### config.mk
export PLATFORM = sky130hd
export DESIGN_NAME = midi_event_stream_parser
export DESIGN_NICKNAME = d
export VERILOG_FILES = /design/src/hdl/mesp_pkg.sv /design/src/hdl/mesp_front.sv /design/src/hdl/mesp_queue.sv /design/src/hdl/mesp_back.sv /design/src/hdl/midi_event_stream_parser.sv
export VERILOG_INCLUDE_DIRS = /design/src /design/src/hdl
export SDC_FILE = /design/constraint.sdc
export NUM_CORES = 1
export LEC_CHECK = 0
export BUFFER_PORTS_ARGS = -buffer_cell sky130_fd_sc_hd__buf_2
export CAP_MARGIN = 30
export CORE_MARGIN = 2
export CORE_UTILIZATION = 29
export CTS_BUF_LIST = sky130_fd_sc_hd__clkbuf_4
export CTS_CLUSTER_DIAMETER = 40
export CTS_CLUSTER_SIZE = 8
export DETAILED_ROUTE_END_ITERATION = 16
export GPL_ROUTABILITY_DRIVEN = 0
export SETUP_SLACK_MARGIN = 0.05
export SYNTH_ARGS = -nofsm -noshare
export SYNTH_HDL_FRONTEND = slang
export SYNTH_SLANG_ARGS = --single-unit
### constraint.sdc
create_clock -name clk -period 3.65 [get_ports clk]
set_clock_uncertainty 0.1 [all_clocks]
set_input_delay 0.365 -clock clk [delete_from_list [all_inputs] [get_ports clk]]
set_output_delay 0.365 -clock clk [all_outputs]
set_load 0.02 [all_outputs]
### src/hdl/midi_event_stream_parser_macros.svh
// assertion macros used by the parser top module
`ifndef MIDI_EVENT_STREAM_PARSER_MACROS_SVH
`define MIDI_EVENT_STREAM_PARSER_MACROS_SVH

// same-cycle implication, sampled on clk, off while arst_n is low
`define MESP_ASSERT_IMPL(lbl, ante, cons, msg) \
	lbl: assert property (@(posedge clk) disable iff (!arst_n) (ante) |-> (cons)) \
		else $error(msg);

// next-cycle implication, sampled on clk, off while arst_n is low
`define MESP_ASSERT_NEXT(lbl, ante, cons, msg) \
	lbl: assert property (@(posedge clk) disable iff (!arst_n) (ante) |=> (cons)) \
		else $error(msg);

`endif

### src/hdl/mesp_pkg.sv
package mesp_pkg;

	typedef enum logic [2:0] {
		KIND_NOTE_OFF  = 3'd0,
		KIND_NOTE_ON   = 3'd1,
		KIND_KEY_PRESS = 3'd2,
		KIND_CTRL      = 3'd3,
		KIND_PROGRAM   = 3'd4,
		KIND_CHAN_PRESS = 3'd5,
		KIND_BEND      = 3'd6,
		KIND_DELAY     = 3'd7
	} kind_t;

	typedef enum logic [4:0] {
		PH_DELAY_FIRST  = 5'b00001,
		PH_DELAY_SECOND = 5'b00010,
		PH_EVENT_START  = 5'b00100,
		PH_DATA_ONE     = 5'b01000,
		PH_DATA_TWO     = 5'b10000
	} phase_t;

	localparam logic [7:0] STATUS_FLAG   = 8'h80;
	localparam logic [2:0] ONE_DATA_TOP  = 3'b110;
	localparam logic [2:0] SYSTEM_GROUP  = 3'b111;

	// classified transaction handed from front to back
	// for a delay, first_data:second_data holds the 14-bit tick count
	typedef struct packed {
		kind_t      kind;
		logic [3:0] channel;
		logic [6:0] first_data;
		logic [6:0] second_data;
	} entry_t;

endpackage

### src/hdl/mesp_front.sv
module mesp_front import mesp_pkg::*; (
	input  logic       clk,
	input  logic       arst_n,
	input  logic       in_valid,
	input  logic       q_full,
	input  logic [7:0] stream_byte,
	output logic       push,
	output entry_t     push_entry
);

	phase_t     phase_q, phase_n;
	logic [7:0] status_q, status_n;
	logic [6:0] held_q, held_n;
	logic [6:0] delay_hi_q, delay_hi_n;

	logic       accept;
	logic       do_first;
	logic       do_finish;
	logic [6:0] first_d;
	logic [6:0] fin_d1;
	logic [6:0] fin_d2;

	assign accept = in_valid && !q_full;

	always_comb begin
		phase_n    = phase_q;
		status_n   = status_q;
		held_n     = held_q;
		delay_hi_n = delay_hi_q;
		push       = 1'b0;
		push_entry = '{kind: KIND_DELAY, channel: 4'd0, first_data: 7'd0,
			second_data: 7'd0};
		do_first   = 1'b0;
		do_finish  = 1'b0;
		first_d    = stream_byte[6:0];
		fin_d1     = held_q;
		fin_d2     = stream_byte[6:0];
		if (accept) begin
			unique case (phase_q)
				PH_DELAY_FIRST: begin
					if (stream_byte[7]) begin
						delay_hi_n = stream_byte[6:0];
						phase_n    = PH_DELAY_SECOND;
					end else begin
						push                   = 1'b1;
						push_entry.second_data = stream_byte[6:0];
						phase_n                = PH_EVENT_START;
					end
				end
				PH_DELAY_SECOND: begin
					// bit 7 of the second byte overlaps the low bit of the high part
					push                   = 1'b1;
					push_entry.first_data  = delay_hi_q | {6'd0, stream_byte[7]};
					push_entry.second_data = stream_byte[6:0];
					phase_n                = PH_EVENT_START;
				end
				PH_EVENT_START: begin
					if (stream_byte[7]) begin
						status_n = stream_byte;
						phase_n  = PH_DATA_ONE;
					end else begin
						do_first = 1'b1;
					end
				end
				PH_DATA_ONE: begin
					do_first = 1'b1;
				end
				PH_DATA_TWO: begin
					do_finish = 1'b1;
				end
				default: begin
					phase_n = PH_DELAY_FIRST;
				end
			endcase
		end

		if (do_first) begin
			if (status_q[7:5] == ONE_DATA_TOP) begin
				do_finish = 1'b1;
				fin_d1    = first_d;
				fin_d2    = 7'd0;
			end else begin
				held_n  = first_d;
				phase_n = PH_DATA_TWO;
			end
		end

		if (do_finish) begin
			phase_n = PH_DELAY_FIRST;
			// system statuses and the no-status case emit nothing
			if ((status_q & STATUS_FLAG) != 8'd0 && status_q[6:4] != SYSTEM_GROUP) begin
				push                   = 1'b1;
				push_entry.kind        = kind_t'(status_q[6:4]);
				push_entry.channel     = status_q[3:0];
				push_entry.first_data  = fin_d1;
				push_entry.second_data = fin_d2;
			end
		end
	end

	always_ff @(posedge clk or negedge arst_n) begin
		if (!arst_n) begin
			phase_q    <= PH_DELAY_FIRST;
			status_q   <= 8'd0;
			held_q     <= 7'd0;
			delay_hi_q <= 7'd0;
		end else begin
			phase_q    <= phase_n;
			status_q   <= status_n;
			held_q     <= held_n;
			delay_hi_q <= delay_hi_n;
		end
	end

endmodule

### src/hdl/mesp_queue.sv
module mesp_queue import mesp_pkg::*; #(
	parameter int DEPTH = 2
) (
	input  logic   clk,
	input  logic   arst_n,
	input  logic   push,
	input  entry_t push_entry,
	input  logic   pop,
	output logic   q_valid,
	output logic   q_full,
	output entry_t q_entry
);

	localparam int AW = (DEPTH > 1) ? $clog2(DEPTH) : 1;
	localparam int CW = $clog2(DEPTH + 1);

	entry_t        mem_q [DEPTH];
	logic [AW-1:0] wr_ptr_q, rd_ptr_q;
	logic [CW-1:0] count_q;
	logic          do_push, do_pop;

	assign q_valid = count_q != '0;
	assign q_full  = count_q == CW'(DEPTH);
	assign q_entry = mem_q[rd_ptr_q];
	assign do_push = push && !q_full;
	assign do_pop  = pop && q_valid;

	always_ff @(posedge clk) begin
		if (do_push) begin
			mem_q[wr_ptr_q] <= push_entry;
		end
	end

	always_ff @(posedge clk or negedge arst_n) begin
		if (!arst_n) begin
			wr_ptr_q <= '0;
			rd_ptr_q <= '0;
			count_q  <= '0;
		end else begin
			if (do_push) begin
				wr_ptr_q <= (wr_ptr_q == AW'(DEPTH - 1)) ? '0 : wr_ptr_q + 1'b1;
			end
			if (do_pop) begin
				rd_ptr_q <= (rd_ptr_q == AW'(DEPTH - 1)) ? '0 : rd_ptr_q + 1'b1;
			end
			if (do_push && !do_pop) begin
				count_q <= count_q + 1'b1;
			end else if (do_pop && !do_push) begin
				count_q <= count_q - 1'b1;
			end
		end
	end

endmodule

### src/hdl/mesp_back.sv
module mesp_back import mesp_pkg::*; (
	input  logic        clk,
	input  logic        arst_n,
	input  logic        q_valid,
	input  entry_t      q_entry,
	output logic        pop,
	output logic        out_valid,
	input  logic        out_stall,
	output logic [2:0]  event_kind,
	output logic [3:0]  channel,
	output logic [6:0]  first_data,
	output logic [6:0]  second_data,
	output logic [13:0] wide_value
);

	logic        valid_q;
	kind_t       kind_q, kind_n;
	logic [3:0]  chn_q, chn_n;
	logic [6:0]  d1_q, d1_n;
	logic [6:0]  d2_q, d2_n;
	logic [13:0] wide_q, wide_n;

	assign pop = q_valid && (!valid_q || !out_stall);

	always_comb begin
		kind_n = q_entry.kind;
		chn_n  = q_entry.channel;
		d1_n   = q_entry.first_data;
		d2_n   = q_entry.second_data;
		wide_n = 14'd0;
		unique case (q_entry.kind)
			KIND_NOTE_ON: begin
				// zero velocity means note off
				if (q_entry.second_data == 7'd0) begin
					kind_n = KIND_NOTE_OFF;
				end
			end
			KIND_NOTE_OFF, KIND_KEY_PRESS, KIND_CTRL: begin
			end
			KIND_PROGRAM: begin
				d2_n = 7'd0;
			end
			KIND_CHAN_PRESS: begin
				d1_n = 7'd0;
				d2_n = q_entry.first_data;
			end
			KIND_BEND: begin
				d1_n   = 7'd0;
				d2_n   = 7'd0;
				wide_n = {q_entry.second_data, q_entry.first_data};
			end
			KIND_DELAY: begin
				chn_n  = 4'd0;
				d1_n   = 7'd0;
				d2_n   = 7'd0;
				wide_n = {q_entry.first_data, q_entry.second_data};
			end
			default: begin
			end
		endcase
	end

	always_ff @(posedge clk or negedge arst_n) begin
		if (!arst_n) begin
			valid_q <= 1'b0;
		end else if (pop) begin
			valid_q <= 1'b1;
		end else if (!out_stall) begin
			valid_q <= 1'b0;
		end
	end

	always_ff @(posedge clk) begin
		if (pop) begin
			kind_q <= kind_n;
			chn_q  <= chn_n;
			d1_q   <= d1_n;
			d2_q   <= d2_n;
			wide_q <= wide_n;
		end
	end

	assign out_valid   = valid_q;
	assign event_kind  = kind_q;
	assign channel     = chn_q;
	assign first_data  = d1_q;
	assign second_data = d2_q;
	assign wide_value  = wide_q;

endmodule

### src/hdl/midi_event_stream_parser.sv
// one stream byte accepted per cycle, sustained, while the queue has room
// a byte that completes a delay or channel event is written into the queue at its
// accepting edge and loaded into the output register once that is empty or not stalled
// the queue of QUEUE_DEPTH entries absorbs output stalls; input stalls when it is full
// arst_n clears the parser to expect a delay byte, no running status, queue and output empty
module midi_event_stream_parser import mesp_pkg::*; #(
	parameter int QUEUE_DEPTH = 2
) (
	input  logic        clk,
	input  logic        arst_n,
	input  logic        in_valid,
	output logic        in_stall,
	input  logic [7:0]  stream_byte,
	output logic        out_valid,
	input  logic        out_stall,
	output logic [2:0]  event_kind,
	output logic [3:0]  channel,
	output logic [6:0]  first_data,
	output logic [6:0]  second_data,
	output logic [13:0] wide_value
);

`include "midi_event_stream_parser_macros.svh"

	logic   push, pop, q_valid, q_full;
	entry_t push_entry, q_entry;

	assign in_stall = q_full;

	mesp_front u_front (
		.clk        (clk),
		.arst_n     (arst_n),
		.in_valid   (in_valid),
		.q_full     (q_full),
		.stream_byte(stream_byte),
		.push       (push),
		.push_entry (push_entry)
	);

	mesp_queue #(
		.DEPTH(QUEUE_DEPTH)
	) u_queue (
		.clk       (clk),
		.arst_n    (arst_n),
		.push      (push),
		.push_entry(push_entry),
		.pop       (pop),
		.q_valid   (q_valid),
		.q_full    (q_full),
		.q_entry   (q_entry)
	);

	mesp_back u_back (
		.clk        (clk),
		.arst_n     (arst_n),
		.q_valid    (q_valid),
		.q_entry    (q_entry),
		.pop        (pop),
		.out_valid  (out_valid),
		.out_stall  (out_stall),
		.event_kind (event_kind),
		.channel    (channel),
		.first_data (first_data),
		.second_data(second_data),
		.wide_value (wide_value)
	);

	`MESP_ASSERT_IMPL(a_note_on_velocity, out_valid && event_kind == KIND_NOTE_ON,
		second_data != 7'd0, "note on with zero velocity")
	`MESP_ASSERT_IMPL(a_delay_fields, out_valid && event_kind == KIND_DELAY,
		channel == 4'd0 && first_data == 7'd0 && second_data == 7'd0, "delay fields set")
	`MESP_ASSERT_IMPL(a_wide_unused, out_valid && event_kind != KIND_DELAY &&
		event_kind != KIND_BEND, wide_value == 14'd0, "wide value on plain event")
	`MESP_ASSERT_NEXT(a_drain, out_valid && !out_stall && !q_valid, !out_valid,
		"output valid without a queued transaction")

endmodule

==> results.yml <==
place:
  dp_hpwl_um: 6126
  io_buffer_count: 48
cts:
  clock_path_buffers: 2
  cts_sinks: 109
  path_clk_slew_ns: 0.16
  cts-root-buf: "clkbuf_4"
  cts_resized: 0
  cts_hold_buf: 2
  cts_made_buffers: 9
  htree_levels: 3
  clkLatencyLatePin_ns: 0.45
  post_cts_buffers: 0
  cts_tree: "done"
drt:
  num_vias: 2710
  post_drt_wl_per_cell_um: 14.70
  via_per_inst: 4.601
  drcViolationCount: 0
  route.antenna.remaining_nets: 0
  firstDrtPassIters: 4
  drt_iter0_markers: 236
  routed_wl_um: 8659
finish:
  regArea_um2: 3114
  areaGrowthSynthToFinish_pct: 15.13
  drive_above_1_share: 0.2903
  multi_input_area_um2: 1408
  num-nets-final: 380
  fillers: 1569
synth:
  synth.cell_area_um2: 4614
  ys_ff_latch: 109
  avgSynthCellArea_um2: 14.70
  synth_seq_area_share: 0.6749
  synthesis.nets: 327
  synth_flop_cell: "edfxtp_1"
  ys_types: 50
  async_reset_ff_frac: 0.2936
  yosysWarningCount: 0
  syn-instance-count: 314
  synth-edff-count: 77
pwr:
  power_density_nw_per_um2: 797.6
  power_uw: 4237
  p_leak_uw: 0.002060
  max-vdd-ir-drop_v: 0.0002420
setup_path:
  critPathMaxFanout: 18
  path_cells: "or2b_2 > nand2_1 > nand4b_1 > or2_2"
  critPathArrivalTime_ns: 2.73
  cp_top_family: "simple AND/OR/NAND/NOR gates"
  worstSetupPathType: "reg -> reg"
  cp_slowest_cell: "nand4b_1"
  cp_num_buf_inv: 0
  crit_path_end_kind: "flop"
  slowest_delay_ns: 0.70
  crit_required_ns: 3.77
  start_kind: "flop"
global_route:
  grt_usage: 0.1072
  grt_start_max_net_pins: 36
  grt_pass1_vias: 2644
  antenna_found_initial: 0
  grt_pass1_wl_um: 13900
  grt-ovfl-total: 0
floorplanning:
  pin_count: 49
  num_rows: 46
  core_um2: 15710
  dieHeight_um: 130.1
  start_util: 0.2937
  die_w_um: 130.1
  die-area_um2: 16940
sta:
  fmax_mhz: 383.6
  slew_headroom: 0.5108
  fin_crit_ns: 2.607
  hold_slack_ns: 0.1051
  setup-violations-final: 0
  tightest_slew_ns: 0.7338
  slew_violations: 0
  finalSetupTns_ns: 0
  hold_viol: 0
  fin_crit_sh: 0.7142
  rsz0062_at_grt: "false"
status:
  run_status: "complete, no violations"
hold_path:
  min_path_type: "in -> reg"
job:
  cap_violations: 0
## metal layers
metal	GRT usage	vias up	wire length (um)
li1	-	1312	-
met1	0.1405	1319	4098
met2	0.1700	69	3969
met3	0.02542	10	433
met4	0.04744	0	158
met5	0	-	0
## Yosys cell counts (all sizes together), types with 2 or more instances
| master | count | share of area |
|---|---|---|
| nor2b | 3 | 0.0046 |
| a21oi | 3 | 0.0033 |
| xnor2 | 2 | 0.0038 |
| buf | 7 | 0.0081 |
| a21o | 3 | 0.0049 |
| o21ai | 14 | 0.015 |
| or3 | 3 | 0.0041 |
| nand2 | 11 | 0.0089 |
| o22ai | 22 | 0.030 |
| edfxtp | 77 | 0.50 |
| mux2 | 21 | 0.051 |
| xor2 | 2 | 0.0038 |
| a31oi | 2 | 0.0041 |
| clkbuf | 5 | 0.0041 |
| or2 | 4 | 0.0054 |
| nor3b | 10 | 0.017 |
| nor2 | 21 | 0.019 |
| mux2i | 29 | 0.063 |
| nand3 | 4 | 0.0043 |
| nor3 | 6 | 0.0065 |
| inv | 11 | 0.0089 |
| nand4b | 2 | 0.0070 |
| dfrtp | 31 | 0.17 |
| nor4 | 3 | 0.011 |
## registers in the layout, indices dropped and copies added (netlist names)
signal,flops
u_queue.mem_q,42
u_back.wide_value,14
u_front.status_q,8
u_back.first_data,7
u_back.second_data,7
u_front.delay_hi_q,7
u_front.held_q,7
u_front.phase_q,5
u_back.channel,4
u_back.event_kind,3
u_queue.count_q,2
u_back.out_valid,1
u_queue.rd_ptr_q,1
u_queue.wr_ptr_q,1
## report_power, final
part / leakage, uW / switching [uW] / internal, uW
clock network: 0.000102 / 376 / 372
logic: 0.000827 / 907 / 548
registers: 0.00113 / 215 / 1820
## path summary, 6_finish.rpt
| kind | startpoint | end | slack [ns] | cells past startpoint |
|---|---|---|---|---|
| max in group asynchronous | arst_n | u_front.status_q[2] | 2.57 | 2 |
| worst min-delay path | stream_byte[3] | u_front.delay_hi_q[3] | 0.11 | 2 |
| worst max register to register | u_queue.count_q[1] | u_queue.mem_q[1][18] | 1.04 | 4 |
| worst min register to register | u_back.out_valid | u_back.out_valid | 0.41 | 2 |
| min in group asynchronous | arst_n | u_queue.count_q[0] | 0.39 | 2 |
| worst max-delay path | u_queue.count_q[1] | u_queue.mem_q[1][18] | 1.04 | 4 |
## placed cells by master (no fill, tap or decap), drive strengths merged, types with 4 or more instances in the layout
| cell type | instances |
|---|---|
| buf | 52 |
| clkbuf | 12 |
| dfrtp | 31 |
| edfxtp | 77 |
| inv | 12 |
| mux2 | 21 |
| mux2i | 29 |
| nand2 | 11 |
| nand3 | 4 |
| nor2 | 21 |
| nor3 | 6 |
| nor3b | 10 |
| o21ai | 14 |
| o22ai | 22 |
| or2 | 4 |
## through the flow
step           cell area, um^2  setup slack (ns)  utilization  std cells
2_1_floorplan             4614            0.4775            -        314
3_3_place_gp              5104             1.168       0.3248        570
3_5_place_dp              5104             1.033       0.3248        570
4_1_cts                   5310             1.034       0.3380        588
5_1_grt                   5310            0.8294       0.3380        588
6_report                  5313             1.043       0.3381        589
## kinds of logic after synthesis
| kind of cell | after synthesis | share of synthesized area |
|---|---|---|
| DFF | 109 | 0.6749 |
| and+or+nand+nor | 76 | 0.1066 |
| AOI/OAI and AO/OA | 51 | 0.07294 |
| muxes | 50 | 0.1142 |
| buffers and inverters | 23 | 0.02115 |
| xor gates and xnor gates | 4 | 0.007594 |
| adders and majority gates | 1 | 0.002711 |
## layout make-up
type / count / share of cell area
Inverter: 11 / 0.007772
Tap cell: 216 / 0.05087
Clock buffer: 12 / 0.01696
Multi-Input combinational cell: 182 / 0.2650
Sequential cell: 109 / 0.5862
Timing Repair Buffer: 54 / 0.05464
Clock inverter: 4 / 0.01813
Antenna cell: 1 / 0.0004710
## worst register-to-register path, delay by kind of cell (launching register included)
kind	cells	cell delay, ns
AND/OR/NAND/NOR	4	1.83
flip-flops	1	0.44
Note: power is estimated with default switching activity, not from simulation.
